### src/kra_pkg.sv
// Shared types and constants for the key to register allocator.
`timescale 1ns / 1ps

package kra_pkg;

   // Request operation codes carried in req_tuser
   localparam int OP_W = 2;
   localparam logic [OP_W-1:0] OP_LOOKUP = 2'd0;
   localparam logic [OP_W-1:0] OP_ADD    = 2'd1;
   localparam logic [OP_W-1:0] OP_REMOVE = 2'd2;
   localparam logic [OP_W-1:0] OP_CLEAR  = 2'd3;

   // Register file layout
   localparam int CSR_DATA_W = 32;
   localparam int CSR_ADDR_W = 3;
   localparam int CSR_IDX_W  = CSR_ADDR_W - 2;
   localparam logic [CSR_IDX_W-1:0] REG_IDX_COUNT = 1'b0;
   localparam int CFG_W = 5;
   localparam logic [CFG_W-1:0] CFG_COUNT_RESET = 5'd16;

   // Key store command from the sequencer
   typedef struct packed {
      logic wr_en;
      logic rd_en;
   } mem_cmd_type;

endpackage

### src/kra_csr.sv
// Configuration register port and clamped register count.
`timescale 1ns / 1ps

module kra_csr #(
   parameter int MAX_REGS = 16,
   parameter int CNT_W    = 5
) (
   input  logic                              clock,
   input  logic                              reset,
   input  logic                              csr_psel,
   input  logic                              csr_penable,
   input  logic                              csr_pwrite,
   input  logic [kra_pkg::CSR_ADDR_W-1:0]    csr_paddr,
   input  logic [kra_pkg::CSR_DATA_W-1:0]    csr_pwdata,
   output logic [kra_pkg::CSR_DATA_W-1:0]    csr_prdata,
   output logic                              csr_pready,
   output logic [CNT_W-1:0]                  reg_count
);

   logic [kra_pkg::CFG_W-1:0]     count_ff;
   logic [kra_pkg::CFG_W-1:0]     count_in;
   logic [kra_pkg::CSR_IDX_W-1:0] reg_idx;
   logic                          wr_hit;

   assign reg_idx    = csr_paddr[kra_pkg::CSR_ADDR_W-1:2];
   assign csr_pready = 1'b1;
   assign wr_hit     = csr_psel && csr_penable && csr_pwrite && csr_pready
                       && (reg_idx == kra_pkg::REG_IDX_COUNT);

   always_comb begin
      count_in = count_ff;
      if (wr_hit) begin
         count_in = csr_pwdata[kra_pkg::CFG_W-1:0];
      end
   end

   always_ff @(posedge clock) begin
      if (reset) begin
         count_ff <= kra_pkg::CFG_COUNT_RESET;
      end else begin
         count_ff <= count_in;
      end
   end

   always_comb begin
      csr_prdata = '0;
      if (reg_idx == kra_pkg::REG_IDX_COUNT) begin
         csr_prdata = kra_pkg::CSR_DATA_W'(count_ff);
      end
   end

   // Zero acts as one, anything above the table size acts as the table size
   always_comb begin
      priority if (count_ff == '0) begin
         reg_count = CNT_W'(1);
      end else if (32'(count_ff) > 32'(MAX_REGS)) begin
         reg_count = CNT_W'(MAX_REGS);
      end else begin
         reg_count = CNT_W'(count_ff);
      end
   end

endmodule

### src/kra_key_mem.sv
// Key store: one write port, one registered read port.
`timescale 1ns / 1ps

module kra_key_mem #(
   parameter int DEPTH  = 16,
   parameter int WIDTH  = 32,
   parameter int ADDR_W = 4
) (
   input  logic                 clock,
   input  kra_pkg::mem_cmd_type cmd,
   input  logic [ADDR_W-1:0]    wr_addr,
   input  logic [WIDTH-1:0]     wr_data,
   input  logic [ADDR_W-1:0]    rd_addr,
   output logic [WIDTH-1:0]     rd_data
);

   logic [WIDTH-1:0] mem_ff [DEPTH];
   logic [WIDTH-1:0] rd_data_ff;

   always_ff @(posedge clock) begin
      if (cmd.wr_en) begin
         mem_ff[wr_addr] <= wr_data;
      end
   end

   always_ff @(posedge clock) begin
      if (cmd.rd_en) begin
         rd_data_ff <= mem_ff[rd_addr];
      end
   end

   assign rd_data = rd_data_ff;

endmodule

### src/kra_ctrl.sv
// Sequencer: key scan, modulo reduction and free-slot search on one compare unit.
`timescale 1ns / 1ps

module kra_ctrl #(
   parameter int MAX_REGS = 16,
   parameter int KEY_BITS = 32,
   parameter int IDX_W    = 4,
   parameter int CNT_W    = 5
) (
   input  logic                       clock,
   input  logic                       reset,
   input  logic [CNT_W-1:0]           reg_count,
   input  logic                       req_valid,
   output logic                       req_ready,
   input  logic [kra_pkg::OP_W-1:0]   req_op,
   input  logic [KEY_BITS-1:0]        req_key,
   output logic                       rsp_valid,
   input  logic                       rsp_ready,
   output logic [IDX_W-1:0]           rsp_idx,
   output logic                       rsp_ok,
   output kra_pkg::mem_cmd_type       mem_cmd,
   output logic [IDX_W-1:0]           mem_wr_addr,
   output logic [KEY_BITS-1:0]        mem_wr_data,
   output logic [IDX_W-1:0]           mem_rd_addr,
   input  logic [KEY_BITS-1:0]        mem_rd_data
);

   localparam logic [2:0] ST_IDLE   = 3'd0;
   localparam logic [2:0] ST_SCAN   = 3'd1;
   localparam logic [2:0] ST_MOD    = 3'd2;
   localparam logic [2:0] ST_SEARCH = 3'd3;
   localparam logic [2:0] ST_RESULT = 3'd4;

   logic [2:0]                state_ff, state_in;
   logic [kra_pkg::OP_W-1:0]  op_ff, op_in;
   logic [KEY_BITS-1:0]       key_ff, key_in;
   logic [CNT_W-1:0]          scan_ff, scan_in;
   logic                      chk_vld_ff, chk_vld_in;
   logic [IDX_W-1:0]          chk_idx_ff, chk_idx_in;
   logic [MAX_REGS-1:0]       used_ff, used_in;
   logic [IDX_W-1:0]          nf_ff, nf_in;
   logic                      at_ff, at_in;
   logic [CNT_W-1:0]          rem_ff, rem_in;
   logic [IDX_W-1:0]          pos_ff, pos_in;
   logic [CNT_W-1:0]          steps_ff, steps_in;
   logic [IDX_W-1:0]          res_idx_ff, res_idx_in;
   logic                      res_ok_ff, res_ok_in;
   logic                      rsp_vld_ff, rsp_vld_in;
   logic [IDX_W-1:0]          rsp_idx_ff, rsp_idx_in;
   logic                      rsp_ok_ff, rsp_ok_in;

   logic                      hit_now;
   logic                      scan_end;
   logic                      issue;
   logic                      rsp_load;

   assign req_ready = (state_ff == ST_IDLE);
   assign issue     = (state_ff == ST_SCAN) && (scan_ff < CNT_W'(MAX_REGS));

   // Shared compare: stored key against the request key, one entry a cycle
   assign hit_now  = chk_vld_ff && used_ff[chk_idx_ff] && (mem_rd_data == key_ff);
   assign scan_end = hit_now || ((scan_ff == CNT_W'(MAX_REGS)) && !chk_vld_ff);
   assign rsp_load = (state_ff == ST_RESULT) && (!rsp_vld_ff || rsp_ready);

   assign mem_rd_addr = scan_ff[IDX_W-1:0];
   assign mem_wr_addr = nf_ff;
   assign mem_wr_data = key_ff;

   always_comb begin
      state_in   = state_ff;
      op_in      = op_ff;
      key_in     = key_ff;
      scan_in    = scan_ff;
      chk_vld_in = 1'b0;
      chk_idx_in = chk_idx_ff;
      used_in    = used_ff;
      nf_in      = nf_ff;
      at_in      = at_ff;
      rem_in     = rem_ff;
      pos_in     = pos_ff;
      steps_in   = steps_ff;
      res_idx_in = res_idx_ff;
      res_ok_in  = res_ok_ff;
      mem_cmd.wr_en = 1'b0;
      mem_cmd.rd_en = 1'b0;

      unique case (state_ff)
         ST_IDLE: begin
            if (req_valid) begin
               op_in  = req_op;
               key_in = req_key;
               if (req_op == kra_pkg::OP_CLEAR) begin
                  used_in    = '0;
                  nf_in      = '0;
                  at_in      = 1'b0;
                  res_idx_in = '0;
                  res_ok_in  = 1'b1;
                  state_in   = ST_RESULT;
               end else begin
                  scan_in  = '0;
                  state_in = ST_SCAN;
               end
            end
         end
         ST_SCAN: begin
            if (issue) begin
               mem_cmd.rd_en = 1'b1;
               chk_vld_in    = 1'b1;
               chk_idx_in    = scan_ff[IDX_W-1:0];
               scan_in       = scan_ff + CNT_W'(1);
            end
            if (scan_end) begin
               chk_vld_in = 1'b0;
               res_idx_in = hit_now ? chk_idx_ff : '0;
               res_ok_in  = hit_now;
               state_in   = ST_RESULT;
               if (op_ff == kra_pkg::OP_REMOVE && hit_now) begin
                  used_in[chk_idx_ff] = 1'b0;
                  nf_in               = chk_idx_ff;
                  at_in               = 1'b0;
               end else if (op_ff == kra_pkg::OP_ADD) begin
                  // A key already present fails the add
                  res_idx_in = '0;
                  res_ok_in  = 1'b0;
                  if (!hit_now && !at_ff) begin
                     mem_cmd.wr_en  = 1'b1;
                     used_in[nf_ff] = 1'b1;
                     res_idx_in     = nf_ff;
                     res_ok_in      = 1'b1;
                     rem_in         = CNT_W'(nf_ff) + CNT_W'(1);
                     state_in       = ST_MOD;
                  end
               end
            end
         end
         ST_MOD: begin
            // Reduce the search start below the register count
            if (rem_ff >= reg_count) begin
               rem_in = rem_ff - reg_count;
            end else begin
               pos_in   = rem_ff[IDX_W-1:0];
               steps_in = CNT_W'(1);
               state_in = ST_SEARCH;
            end
         end
         ST_SEARCH: begin
            priority if (!used_ff[pos_ff]) begin
               nf_in    = pos_ff;
               state_in = ST_RESULT;
            end else if (steps_ff == reg_count) begin
               at_in    = 1'b1;
               state_in = ST_RESULT;
            end else begin
               pos_in   = ((CNT_W'(pos_ff) + CNT_W'(1)) == reg_count) ? '0
                          : pos_ff + IDX_W'(1);
               steps_in = steps_ff + CNT_W'(1);
            end
         end
         ST_RESULT: begin
            if (rsp_load) begin
               state_in = ST_IDLE;
            end
         end
         default: begin
            state_in = ST_IDLE;
         end
      endcase
   end

   // Output register: hold the result until taken
   always_comb begin
      rsp_vld_in = rsp_vld_ff;
      rsp_idx_in = rsp_idx_ff;
      rsp_ok_in  = rsp_ok_ff;
      if (rsp_load) begin
         rsp_vld_in = 1'b1;
         rsp_idx_in = res_idx_ff;
         rsp_ok_in  = res_ok_ff;
      end else if (rsp_ready) begin
         rsp_vld_in = 1'b0;
      end
   end

   always_ff @(posedge clock) begin
      if (reset) begin
         state_ff   <= ST_IDLE;
         chk_vld_ff <= 1'b0;
         used_ff    <= '0;
         nf_ff      <= '0;
         at_ff      <= 1'b0;
         rsp_vld_ff <= 1'b0;
      end else begin
         state_ff   <= state_in;
         chk_vld_ff <= chk_vld_in;
         used_ff    <= used_in;
         nf_ff      <= nf_in;
         at_ff      <= at_in;
         rsp_vld_ff <= rsp_vld_in;
      end
   end

   always_ff @(posedge clock) begin
      op_ff      <= op_in;
      key_ff     <= key_in;
      scan_ff    <= scan_in;
      chk_idx_ff <= chk_idx_in;
      rem_ff     <= rem_in;
      pos_ff     <= pos_in;
      steps_ff   <= steps_in;
      res_idx_ff <= res_idx_in;
      res_ok_ff  <= res_ok_in;
      rsp_idx_ff <= rsp_idx_in;
      rsp_ok_ff  <= rsp_ok_in;
   end

   assign rsp_valid = rsp_vld_ff;
   assign rsp_idx   = rsp_idx_ff;
   assign rsp_ok    = rsp_ok_ff;

endmodule

### src/key_to_register_allocator_top.sv
// Top level of the key to register allocator.
//
// Channel  Direction  Accepted when                   Carries
// req      in         req_tvalid & req_tready         tdata: key; tuser: opcode
// rsp      out        rsp_tvalid & rsp_tready         tdata: register_index; tuser: ok
// csr      in         psel & penable & pwrite         register count at byte address 0
//
// Clear goes straight to the result state and then to the output register. Lookup and
// remove scan the key memory one entry per cycle through its registered read port.
// An add adds a reduction of the start index (one subtract per cycle) and a
// free-slot search over at most the register count entries.
// Reset is synchronous and frees all registers; req_tready is low while an item
// is in work, and a finished result waits in the output register for rsp_tready.
`timescale 1ns / 1ps

module key_to_register_allocator_top #(
   parameter int  MAX_REGS = 16,
   parameter int  KEY_BITS = 32,
   localparam int IDX_W    = (MAX_REGS > 1) ? $clog2(MAX_REGS) : 1,
   localparam int CNT_W    = $clog2(MAX_REGS + 1),
   localparam int REQ_DW   = ((KEY_BITS + 7) / 8) * 8,
   localparam int RSP_DW   = ((IDX_W + 7) / 8) * 8
) (
   input  logic                              clock,
   input  logic                              reset,
   input  logic                              req_tvalid,
   output logic                              req_tready,
   input  logic [REQ_DW-1:0]                 req_tdata,   // key
   input  logic [kra_pkg::OP_W-1:0]          req_tuser,   // opcode
   output logic                              rsp_tvalid,
   input  logic                              rsp_tready,
   output logic [RSP_DW-1:0]                 rsp_tdata,   // register_index
   output logic                              rsp_tuser,   // ok
   input  logic                              csr_psel,
   input  logic                              csr_penable,
   input  logic                              csr_pwrite,
   input  logic [kra_pkg::CSR_ADDR_W-1:0]    csr_paddr,
   input  logic [kra_pkg::CSR_DATA_W-1:0]    csr_pwdata,
   output logic [kra_pkg::CSR_DATA_W-1:0]    csr_prdata,
   output logic                              csr_pready
);

   logic [CNT_W-1:0]      reg_count;
   logic [IDX_W-1:0]      rsp_idx;
   kra_pkg::mem_cmd_type  mem_cmd;
   logic [IDX_W-1:0]      mem_wr_addr;
   logic [KEY_BITS-1:0]   mem_wr_data;
   logic [IDX_W-1:0]      mem_rd_addr;
   logic [KEY_BITS-1:0]   mem_rd_data;

   kra_csr #(
      .MAX_REGS (MAX_REGS),
      .CNT_W    (CNT_W)
   ) u_csr (
      .clock       (clock),
      .reset       (reset),
      .csr_psel    (csr_psel),
      .csr_penable (csr_penable),
      .csr_pwrite  (csr_pwrite),
      .csr_paddr   (csr_paddr),
      .csr_pwdata  (csr_pwdata),
      .csr_prdata  (csr_prdata),
      .csr_pready  (csr_pready),
      .reg_count   (reg_count)
   );

   kra_key_mem #(
      .DEPTH  (MAX_REGS),
      .WIDTH  (KEY_BITS),
      .ADDR_W (IDX_W)
   ) u_key_mem (
      .clock   (clock),
      .cmd     (mem_cmd),
      .wr_addr (mem_wr_addr),
      .wr_data (mem_wr_data),
      .rd_addr (mem_rd_addr),
      .rd_data (mem_rd_data)
   );

   kra_ctrl #(
      .MAX_REGS (MAX_REGS),
      .KEY_BITS (KEY_BITS),
      .IDX_W    (IDX_W),
      .CNT_W    (CNT_W)
   ) u_ctrl (
      .clock       (clock),
      .reset       (reset),
      .reg_count   (reg_count),
      .req_valid   (req_tvalid),
      .req_ready   (req_tready),
      .req_op      (req_tuser),
      .req_key     (req_tdata[KEY_BITS-1:0]),
      .rsp_valid   (rsp_tvalid),
      .rsp_ready   (rsp_tready),
      .rsp_idx     (rsp_idx),
      .rsp_ok      (rsp_tuser),
      .mem_cmd     (mem_cmd),
      .mem_wr_addr (mem_wr_addr),
      .mem_wr_data (mem_wr_data),
      .mem_rd_addr (mem_rd_addr),
      .mem_rd_data (mem_rd_data)
   );

   assign rsp_tdata = RSP_DW'(rsp_idx);

endmodule

### config.mk
export PLATFORM = sky130hd
export DESIGN_NAME = key_to_register_allocator_top
export DESIGN_NICKNAME = d
export VERILOG_FILES = /design/src/kra_pkg.sv /design/src/kra_csr.sv /design/src/kra_key_mem.sv /design/src/kra_ctrl.sv /design/src/key_to_register_allocator_top.sv
export SDC_FILE = /design/constraint.sdc
export NUM_CORES = 1
export LEC_CHECK = 0
export ABC_AREA = 1
export BUFFER_PORTS_ARGS = -buffer_cell sky130_fd_sc_hd__buf_2
export CAP_MARGIN = 15
export CORE_ASPECT_RATIO = 1.2
export CORE_MARGIN = 5
export CORE_UTILIZATION = 50
export CTS_BUF_LIST = sky130_fd_sc_hd__clkbuf_8
export DETAILED_ROUTE_END_ITERATION = 6
export HOLD_SLACK_MARGIN = 0.03
export PLACE_DENSITY = 0.76
export RECOVER_POWER = 100
export SKIP_CTS_REPAIR_TIMING = 1
export SLEW_MARGIN = 40
export SYNTH_ARGS = -nofsm -noshare
export SYNTH_HDL_FRONTEND = slang
export SYNTH_HIERARCHICAL = 1
export SYNTH_SLANG_ARGS = --single-unit
### constraint.sdc
create_clock -name clock -period 5.6 [get_ports clock]
set_input_delay 1.12 -clock clock [delete_from_list [all_inputs] [get_ports clock]]
set_output_delay 1.12 -clock clock [all_outputs]
set_load 0.02 [all_outputs]
# After elaboration in Yosys (flattened, before gate mapping)
# Memory sizes are Yosys's and may differ from the RTL's. A register that Yosys moved wholly into a read port is not among the register bits.
# Index checks and enable logic that the tools add are counted.
op_classes:
  add_sub_neg: 6
  order_cmp: 8
  n_eq_ne: 30
  muxes: 83
  bitwise: 5
  reduce_logical: 36
ops:
  columns: ["op", "n"]
  rows:
  - ["16-bit two-way mux", 6]
  - ["5-bit two-way mux", 14]
  - ["4-bit two-way mux", 14]
  - ["32-bit equality test", 1]
  - ["16-bit case mux with 2 select lines", 1]
  - ["3-bit two-way mux", 10]
  - ["5-bit case mux with 2 select lines", 3]
  - ["1-bit two-way mux", 24]
  - ["2-bit inequality test, second input constant", 9]
  - ["6-bit AND reduction", 3]
  - ["16-bit bitwise AND", 1]
  - ["16-bit NOT", 1]
  - ["16-bit bitwise OR", 1]
  - ["4-bit case mux with 2 select lines", 2]
  - ["4-bit by 5-bit < comparator with 1-bit output, second input constant", 3]
  - ["3-bit case mux with 5 select lines", 1]
  - ["2-bit by 1-bit inequality test with 1-bit output, second input constant", 7]
  - ["1-bit logical AND", 12]
  - ["4-bit case mux with 3 select lines", 1]
  - ["4-bit AND reduction", 3]
  - ["4-bit by 1-bit adder with 5-bit output, second input constant", 2]
  - ["5-bit by 1-bit adder with 5-bit output, second input constant", 2]
  - ["5-bit equality test", 2]
  - ["3-bit inequality test, second input constant", 3]
  - ["other kinds (28)", 42]
word_totals:
  regBits: 98
  ramBits: 512
  output_inout_bits: 44
  n_memories: 1
mem_list:
  columns: ["name", "depth", "word_bits", "rd", "rd_ports_with_merged_regs", "wr", "line_no", "source"]
  rows:
  - ["u_key_mem.mem_ff", 16, 32, 1, 1, 1, "kra_key_mem.sv:17", "logic [WIDTH-1:0] mem_ff [DEPTH];"]

# Longest topological paths before layout
# Gate-level depths: netlist (run 1).
logic_depth:
  depth_word: 13
  depth_mapped: 17
  mapped_depth_nobuf: 17

# Modules after synthesis
# The synthesis (run 1) kept the hierarchy.
by_module_without_submodules:
  columns: ["module", "n_inst", "cells_each", "area_per_inst_um2"]
  rows:
  - ["kra_key_mem", 1, 2120, 23050.9]
  - ["kra_ctrl", 1, 875, 6123.4]
  - ["kra_csr", 1, 83, 523.0]
  - ["key_to_register_allocator_top", 1, 5, 33.8]

# Worst setup path after synthesis (run 1)
# OpenSTA, ideal clock, no wires.
synth_path:
  path_type: "register -> register"
  startpoint: "reg u_ctrl.chk_idx_ff[0]"
  endpoint: "mem u_key_mem.mem_ff[12][0], enable pin"
  t_arrival_ns: 3.050
  t_required_ns: 5.179
  slack_ns: 2.128
  stages_incl_launch_ff: 15
  path_buffers: 1
  period_less_slack_ns: 3.472
  path_cell_list: "edfxtp_1 buf_6 nand2_1 nand2_1 nand2_1 nand2_1 nand2_1 nand2_1 nor2_4 nor2_2 nand2_2 nand3_1 nor2_1 nand3_1 nor2_1"
synth_rtl:
  columns: ["item", "line_no", "source"]
  rows:
  - ["from (decl)", "kra_ctrl.sv:39", "logic [IDX_W-1:0] chk_idx_ff, chk_idx_in;"]
  - ["from (signal assigned)", "kra_ctrl.sv:206", "chk_idx_ff <= chk_idx_in;"]
  - ["to (decl)", "kra_key_mem.sv:17", null]

# Final worst setup path (run 1)
layout_path:
  startpoint: "reg u_ctrl.scan_ff[3]"
  endpoint: "reg u_key_mem.rd_data_ff[23], in the netlist u_key_mem/rd_data[23] (read register of u_key_mem.mem_ff) (data pin)"
layout_between:
  elab_chain_len: 4
layout_lines:
  columns: ["item", "line_no", "source"]
  rows:
  - ["from (decl)", "kra_ctrl.sv:37", "logic [CNT_W-1:0] scan_ff, scan_in;"]
  - ["from (signal assigned)", "kra_ctrl.sv:205", "scan_ff <= scan_in;"]
  - ["5-bit < comparator", "kra_ctrl.sv:58", "assign issue = (state_ff == ST_SCAN) && (scan_ff < CNT_W'(MAX_REGS));"]
  - ["1-bit logical AND", "kra_ctrl.sv:58", null]
  - ["1-bit two-way mux", "kra_ctrl.sv:106", "if (issue) begin"]
  - ["2-bit two-way mux", "kra_ctrl.sv:87", "unique case (state_ff)"]
  - ["to (decl)", "kra_key_mem.sv:18", "logic [WIDTH-1:0] rd_data_ff;"]
# Parallel ways exist; a longest one is shown, timed or not.
# A chain may end at the register's enable or synchronous reset.

==> metrics.txt, run 1 <==
setup TNS=0 ps; global-route wire length before repair=108.2 mm; GRT Overall Usage=a little over a fifth; f_max=~210 MHz; VDD IR max=between 400 and 500 uV; Worst Setup SP=u_ctrl/scan_ff[3]; Final period util=85.55%; Commonest cells post-synth=nand2_1 (933), edfxtp_1 (611), inv_1 (527); number of fill cells=around 5000; first-pass iteration count of the detailed router=7; status=finished with violations; ys async rst share=0%; largest net degree at the start of global routing=around 190; CTS Sinks=~640; vias in the first global route=approximately 20000; CTS clk-pin slew, worst paths=60 ps; min Tclk post-route=about 4800 ps; # setup viols final=0; RR Startpoint=u_ctrl/scan_ff[3]; Worst path depth=5; initial DRC count=2083; top-area cell type share of the netlist area=between 60% and 70%; Vias=about 21000; slowest CP cell=clkbuf_1; Largest stage delay, worst path=1950 ps; critical path capture point=u_key_mem/rd_data[23]; Max Cap Violations=9; P&R area growth vs syn=8.615%; crit-path cells=clkbuf_1 > inv_1 > buf_4 > nand3_1 > nand2_1; failing checks=DRC, capacitance limit, slew limit; count leader, synth=nand2_1; HPWL Detailed=slightly above 40 mm; Lkg Pwr=approximately 14 nW; nets@finish=approximately 3200; HP Class=register to register; global route overflow=0; num ports=120; IO buf count=58; Starting Density=between 50% and 60%; DP Area=approximately 0.031 mm2; Top FF cell, synth=edfxtp_1; fin area=roughly 0.032 mm2; yosys warns=6; initial antenna violation count=2; sequential fraction of the synthesis area=between 60 and 70%; GP Congestion=0.9392; top cell type by total area after synthesis=edfxtp_1; synthesized instance count=slightly above 3000; clk_skew=roughly 48 ps; H-tree levels=3; Synth cell types=40; top cell family by delay on the critical path=buffers and inverters; die height=277.1 um; area of the multi-input gates=0.007834 mm2; CTS tree=built; Seq cells post-synth=between 600 and 700; DRC viols=6; worst path required time=about 6000 ps; worst-path maximum fanout=37; Die W=232.6 um; WL per Instance=around 17 um; Post-synth EDFFs=611; clock insertion delay at the later pin of the skew report=~700 ps; Core Area=a little under 0.06 mm2; FF+latch area=between 0.015 and 0.02 mm2; RSZ-0062 raised after global routing=no; hold_sp=u_ctrl/res_idx_ff[1]; cts bufs inserted=93; R2R cell count=5; Die ar.=about 0.064 mm2; Worst Setup End Kind=register; Final Hold Fails=0; largest cells by area after synthesis=edfxtp_1 (62%), nand2_1 (12%), nand3_1 (7.5%); Post-Syn Area=0.02973 mm2; worst-margin pin slew=between 3000 and 4000 ps; Worst Path Arrival=5210 ps; WL final=70.19 mm; kind of critical path=register to register; reg-to-reg slack, setup=between 800 and 900 ps; CP Buf/Inv Count=3; layout cells sized above 1=7.039%; Worst setup SP type=register; FP Rows=98; Syn Area/Cell=between 9 and 10 um2; Slew headroom=-127.5%; CTS Root Cell=clkbuf_8; Slew Limit Fails=240; R2R Path End=u_key_mem/rd_data[23]; Clock Tree Buf Depth=3; routed vias/inst=roughly 5.2; remaining antenna violation count=0; Pwr per Cell Area=about 450 mW/mm2
==> layout by cell type, fill, tap and decap left out, drive strengths merged <==
cell type / instances
nor4: 1
a21o: 1
o32ai: 1
nand3b: 5
diode: 2
clkbuf: 141
o21a: 2
ha: 13
nor2: 189
nand3: 449
nor3: 12
clkinv: 37
inv: 562
xor2: 10
a21oi: 36
a2111oi: 1
or2: 1
bufinv: 7
buf: 61
nand4: 26
xnor2: 5
o21ai: 39
nand2: 941
clkinvlp: 3
edfxtp: 611
conb: 32
dfxtp: 31
fa: 1
o211ai: 1
o22ai: 6
==> cells by family (layout without fill, tap and decap cells) <==
logic type / after synthesis / after routing / share of synthesized area [%]
and+or+nand+nor: 1624 / 1624 / 23.14
buffers and inverters: 698 / 811 / 10.42
DFF: 642 / 642 / 63.80
AOI/OAI and AO/OA: 87 / 87 / 1.549
xor gates and xnor gates: 15 / 15 / 0.4419
adders and majority gates: 14 / 14 / 0.6144
other: 3 / 34 / 0.03787
==> state kept, by name, summed over array words and instances (netlist names) <==
| register | cells |
|---|---|
| u_ctrl/chk_vld_ff | 1 |
| u_ctrl/used_ff | 16 |
| u_ctrl/scan_ff | 5 |
| u_ctrl/mem_wr_data | 32 |
| u_ctrl/steps_ff | 5 |
| u_key_mem/rd_data | 32 |
| u_ctrl/chk_idx_ff | 4 |
| u_ctrl/rsp_idx | 4 |
| u_ctrl/rsp_valid | 1 |
| u_ctrl/op_ff | 2 |
| u_ctrl/res_ok_ff | 1 |
| u_ctrl/at_ff | 1 |
| u_ctrl/mem_wr_addr | 4 |
| u_ctrl/state_ff | 3 |
| u_ctrl/pos_ff | 4 |
| u_ctrl/rsp_ok | 1 |
| u_ctrl/res_idx_ff | 4 |
| u_ctrl/rem_ff | 5 |
| u_key_mem/mem_ff | 512 |
| u_csr/count_ff | 5 |
==> layout make-up <==
cell class | count | area share [%]
flip-flops and latches | 642 | 58.74
multi-input cells | 1772 | 24.26
inverters | 537 | 6.265
clock buffers | 100 | 4.262
well taps | 800 | 3.100
repair buffers | 102 | 1.833
clock inverters | 72 | 1.527
diodes | 2 | 0.01550
==> power breakdown <==
group          internal [W]  switching (W)  total (W)
sequential          0.00588       0.000426    0.00631
combinational       0.00130        0.00333    0.00464
clock               0.00198        0.00176    0.00373
==> per-stage QoR <==
step	total power (W)	cells	hold slack [ps]	util, %	setup slack [ps]
final	0.01468	4027	417.2	54.53	809.2
after global routing	0.01552	4026	428.1	54.52	668.1
after CTS	0.01468	4024	422.5	54.76	1548
after detailed placement	0.01094	3852	405.6	51.60	1559
after global placement	0.01086	3852	403.2	51.59	1620
after floorplan	0.009811	3112	400.3	-	2128
==> worst min path at each step <==
stage                                    to  slack [ps]  depth (start not counted)
final                     u_ctrl/rsp_idx[1]         420                          0
after global routing      u_ctrl/rsp_idx[0]         430                          0
after CTS                 u_ctrl/rsp_idx[1]         420                          0
after detailed placement  u_ctrl/rsp_idx[1]         410                          0
after global placement    u_ctrl/rsp_idx[0]         400                          0
after floorplan           u_ctrl/rsp_idx[0]         400                          0
==> metal layers <==
layer	share of wire, %	vias up	global-route usage [%]
li1	-	9997	-
met1	38	9837	26.27
met2	51	941	37.27
met3	7.8	170	3.292
met4	3.6	0	9.379
met5	0	-	0
(Power assumes the default switching activity.)
==> run 2: changes to the inputs <==
==> constraint.sdc (replaced) <==
create_clock -name clock -period 5.8 [get_ports clock]
set_input_delay 0.58 -clock clock [delete_from_list [all_inputs] [get_ports clock]]
set_output_delay 0.58 -clock clock [all_outputs]
set_load 0.02 [all_outputs]
==> run 2 against run 1 <==
  * The run ends with capacitance limit, slew limit left
  * Wire length is 0.23% lower
  * Non-clock buffer count down 1
  * Hold slack lost 340 ps
  * Worst setup slack better by 110 ps
  * Clock power down 6.7%
  * Sequential share of layout area barely moved
  * Critical path depth grew 9
  * Global-route usage barely moved
  * Power shrank 4.6%
  * Fmax shrank 1.9%
  * Critical path type unchanged
  * Largest power group unchanged
==> metrics.txt, run 2 (synthesis gave the netlist of run 1 again) <==
P&R area growth vs syn=8.686%; clock insertion delay at the later pin of the skew report=roughly 700 ps; Die ar.=around 0.064 mm2; CTS clk-pin slew, worst paths=~70 ps; commonest cells after routing, fill and taps aside=nand2_1 (934), edfxtp_1 (611), inv_1 (555), nand3_1 (446), nor2_1 (171); CTS Root Cell=clkbuf_8; GRT Overall Usage=a little over a fifth; WHS=76.62 ps; Slew headroom=-123.2%; f_max=204.8 MHz; status=finished with violations; routed vias/inst=5.169; RR Startpoint=u_ctrl/mem_wr_data[6]; CTS Sinks=between 600 and 700; top cell family by delay on the critical path=simple AND/OR/NAND/NOR gates; Largest register FFs=between 500 and 600; VDD IR max=approximately 500 uV; Lkg Pwr=~14 nW; commonest non-fill, non-tap cell in the layout=nand2_1; CTS tree=built; slowest CP cell=nor2_1; initial DRC count=approximately 2100; Core Area=0.05922 mm2; Final Non-Filler Cells=around 4000; cts bufs inserted=between 90 and 100; # setup viols final=0; HP Class=input port to register; Final period util=between 80 and 90%; Slew Limit Fails=300; cell repeated most along the worst path=nor2_1; global route overflow=0; clk_skew=about 44 ps; Worst Setup End Kind=register; Pwr per Cell Area=433.4 mW/mm2; vias in the first global route=20290; met1 Usage GRT=between 20 and 30%; Starting Density=between 50% and 60%; GRT met2 Usage=between 30% and 40%; hold_sp=req_tdata[11]; largest net degree at the start of global routing=186; Worst Path Arrival=between 5000 and 6000 ps; total power=between 0.01 and 0.015 W; RSZ-0062 raised after global routing=no; min Tclk post-route=roughly 4900 ps; kind of critical path=register to register; Largest stage delay, worst path=roughly 1500 ps; worst path required time=~6200 ps; HPWL Detailed=between 40 and 50 mm; first-pass iteration count of the detailed router=6; num ports=120; remaining antenna violation count=0; Inst Count DP=3851; reg-to-reg slack, setup=~900 ps; Final Hold Fails=0; global-route wire length before repair=roughly 110 mm; IO buf count=58; H-tree levels=3; Clock Tree Buf Depth=3; Max Cap Violations=13; Vias=between 20000 and 25000; WL final=approximately 70 mm; failing checks=capacitance limit, slew limit; die height=277.1 um; worst-margin pin slew=between 3000 and 4000 ps; GRT Max-Usage Layer=met2; CP Buf/Inv Count=2; FP Rows=98; Die W=around 230 um; Worst Setup SP=u_ctrl/mem_wr_data[6]; layout cells sized above 1=around 6.7%; setup TNS=0 ps; Largest Register=u_key_mem/mem_ff; GP Congestion=~0.95; Worst setup SP type=register; nets@finish=roughly 3200; initial antenna violation count=1; WL per Instance=between 15 and 20 um; GR met3 Demand/Resource=3.210%; crit-path cells=clkbuf_1 > nor2_1 > nor2_1 > nor2_1 > nand2_1 > nor2_1 > nand3b_1 > nor2_1 > nand2_1 > nand3_1 > nor2_1 > nand3b_1 > nor2_1 > buf_4; DRC viols=0; worst-path maximum fanout=18
run 2: cell types whose count changed in the layout (fill, tap and decap cells not counted), moves of 3 or more:
| cell | previous run | this run |
|---|---|---|
| buf_16 | 1 | 7 |
| buf_4 | 22 | 12 |
| bufinv_16 | 7 | 4 |
| clkinv_2 | 12 | 6 |
| clkinv_1 | 24 | 36 |
run 2: per-stage QoR:
step                      setup WS, ps  util [%]  area (um2)
after global placement            1780     51.44       30460
after floorplan                   2328         -       29840
after CTS                         1720     54.84       32480
final                            917.9     54.56       32310
after detailed placement          1765     51.81       30680
after global routing             738.3     54.56       32310
run 2: final timing paths:
| path | to | cells after the start |
|---|---|---|
| worst min-delay path | u_ctrl/mem_wr_data[11] | 1 |
| worst max-delay path | u_key_mem/mem_ff[10][12] | 14 |
| worst min register to register | u_ctrl/rsp_idx[1] | 0 |
| worst max register to register | u_key_mem/mem_ff[10][12] | 14 |
run 2: where the power goes:
group | total (W) | switching [W] | internal (W)
Clock | 0.00348 | 0.00171 | 0.00178
Combinational | 0.00442 | 0.00317 | 0.00124
Sequential | 0.00610 | 0.000421 | 0.00568
run 2: area by class of cell:
type | instances | area (um2)
Fill cell | 5043 | 26910
Sequential cell | 642 | 18970
Clock inverter | 77 | 420.4
Antenna cell | 1 | 2.502
Multi-Input combinational cell | 1772 | 7821
Timing Repair Buffer | 101 | 698.2
Clock buffer | 100 | 1376
Tap cell | 800 | 1001
Inverter | 537 | 2026
run 2: per-layer routing:
| layer | up-vias | routed length, um |
|---|---|---|
| li1 | 9998 | - |
| met1 | 9774 | 27170 |
| met2 | 922 | 34990 |
| met3 | 136 | 5731 |
| met4 | 0 | 2139 |
| met5 | - | 0 |
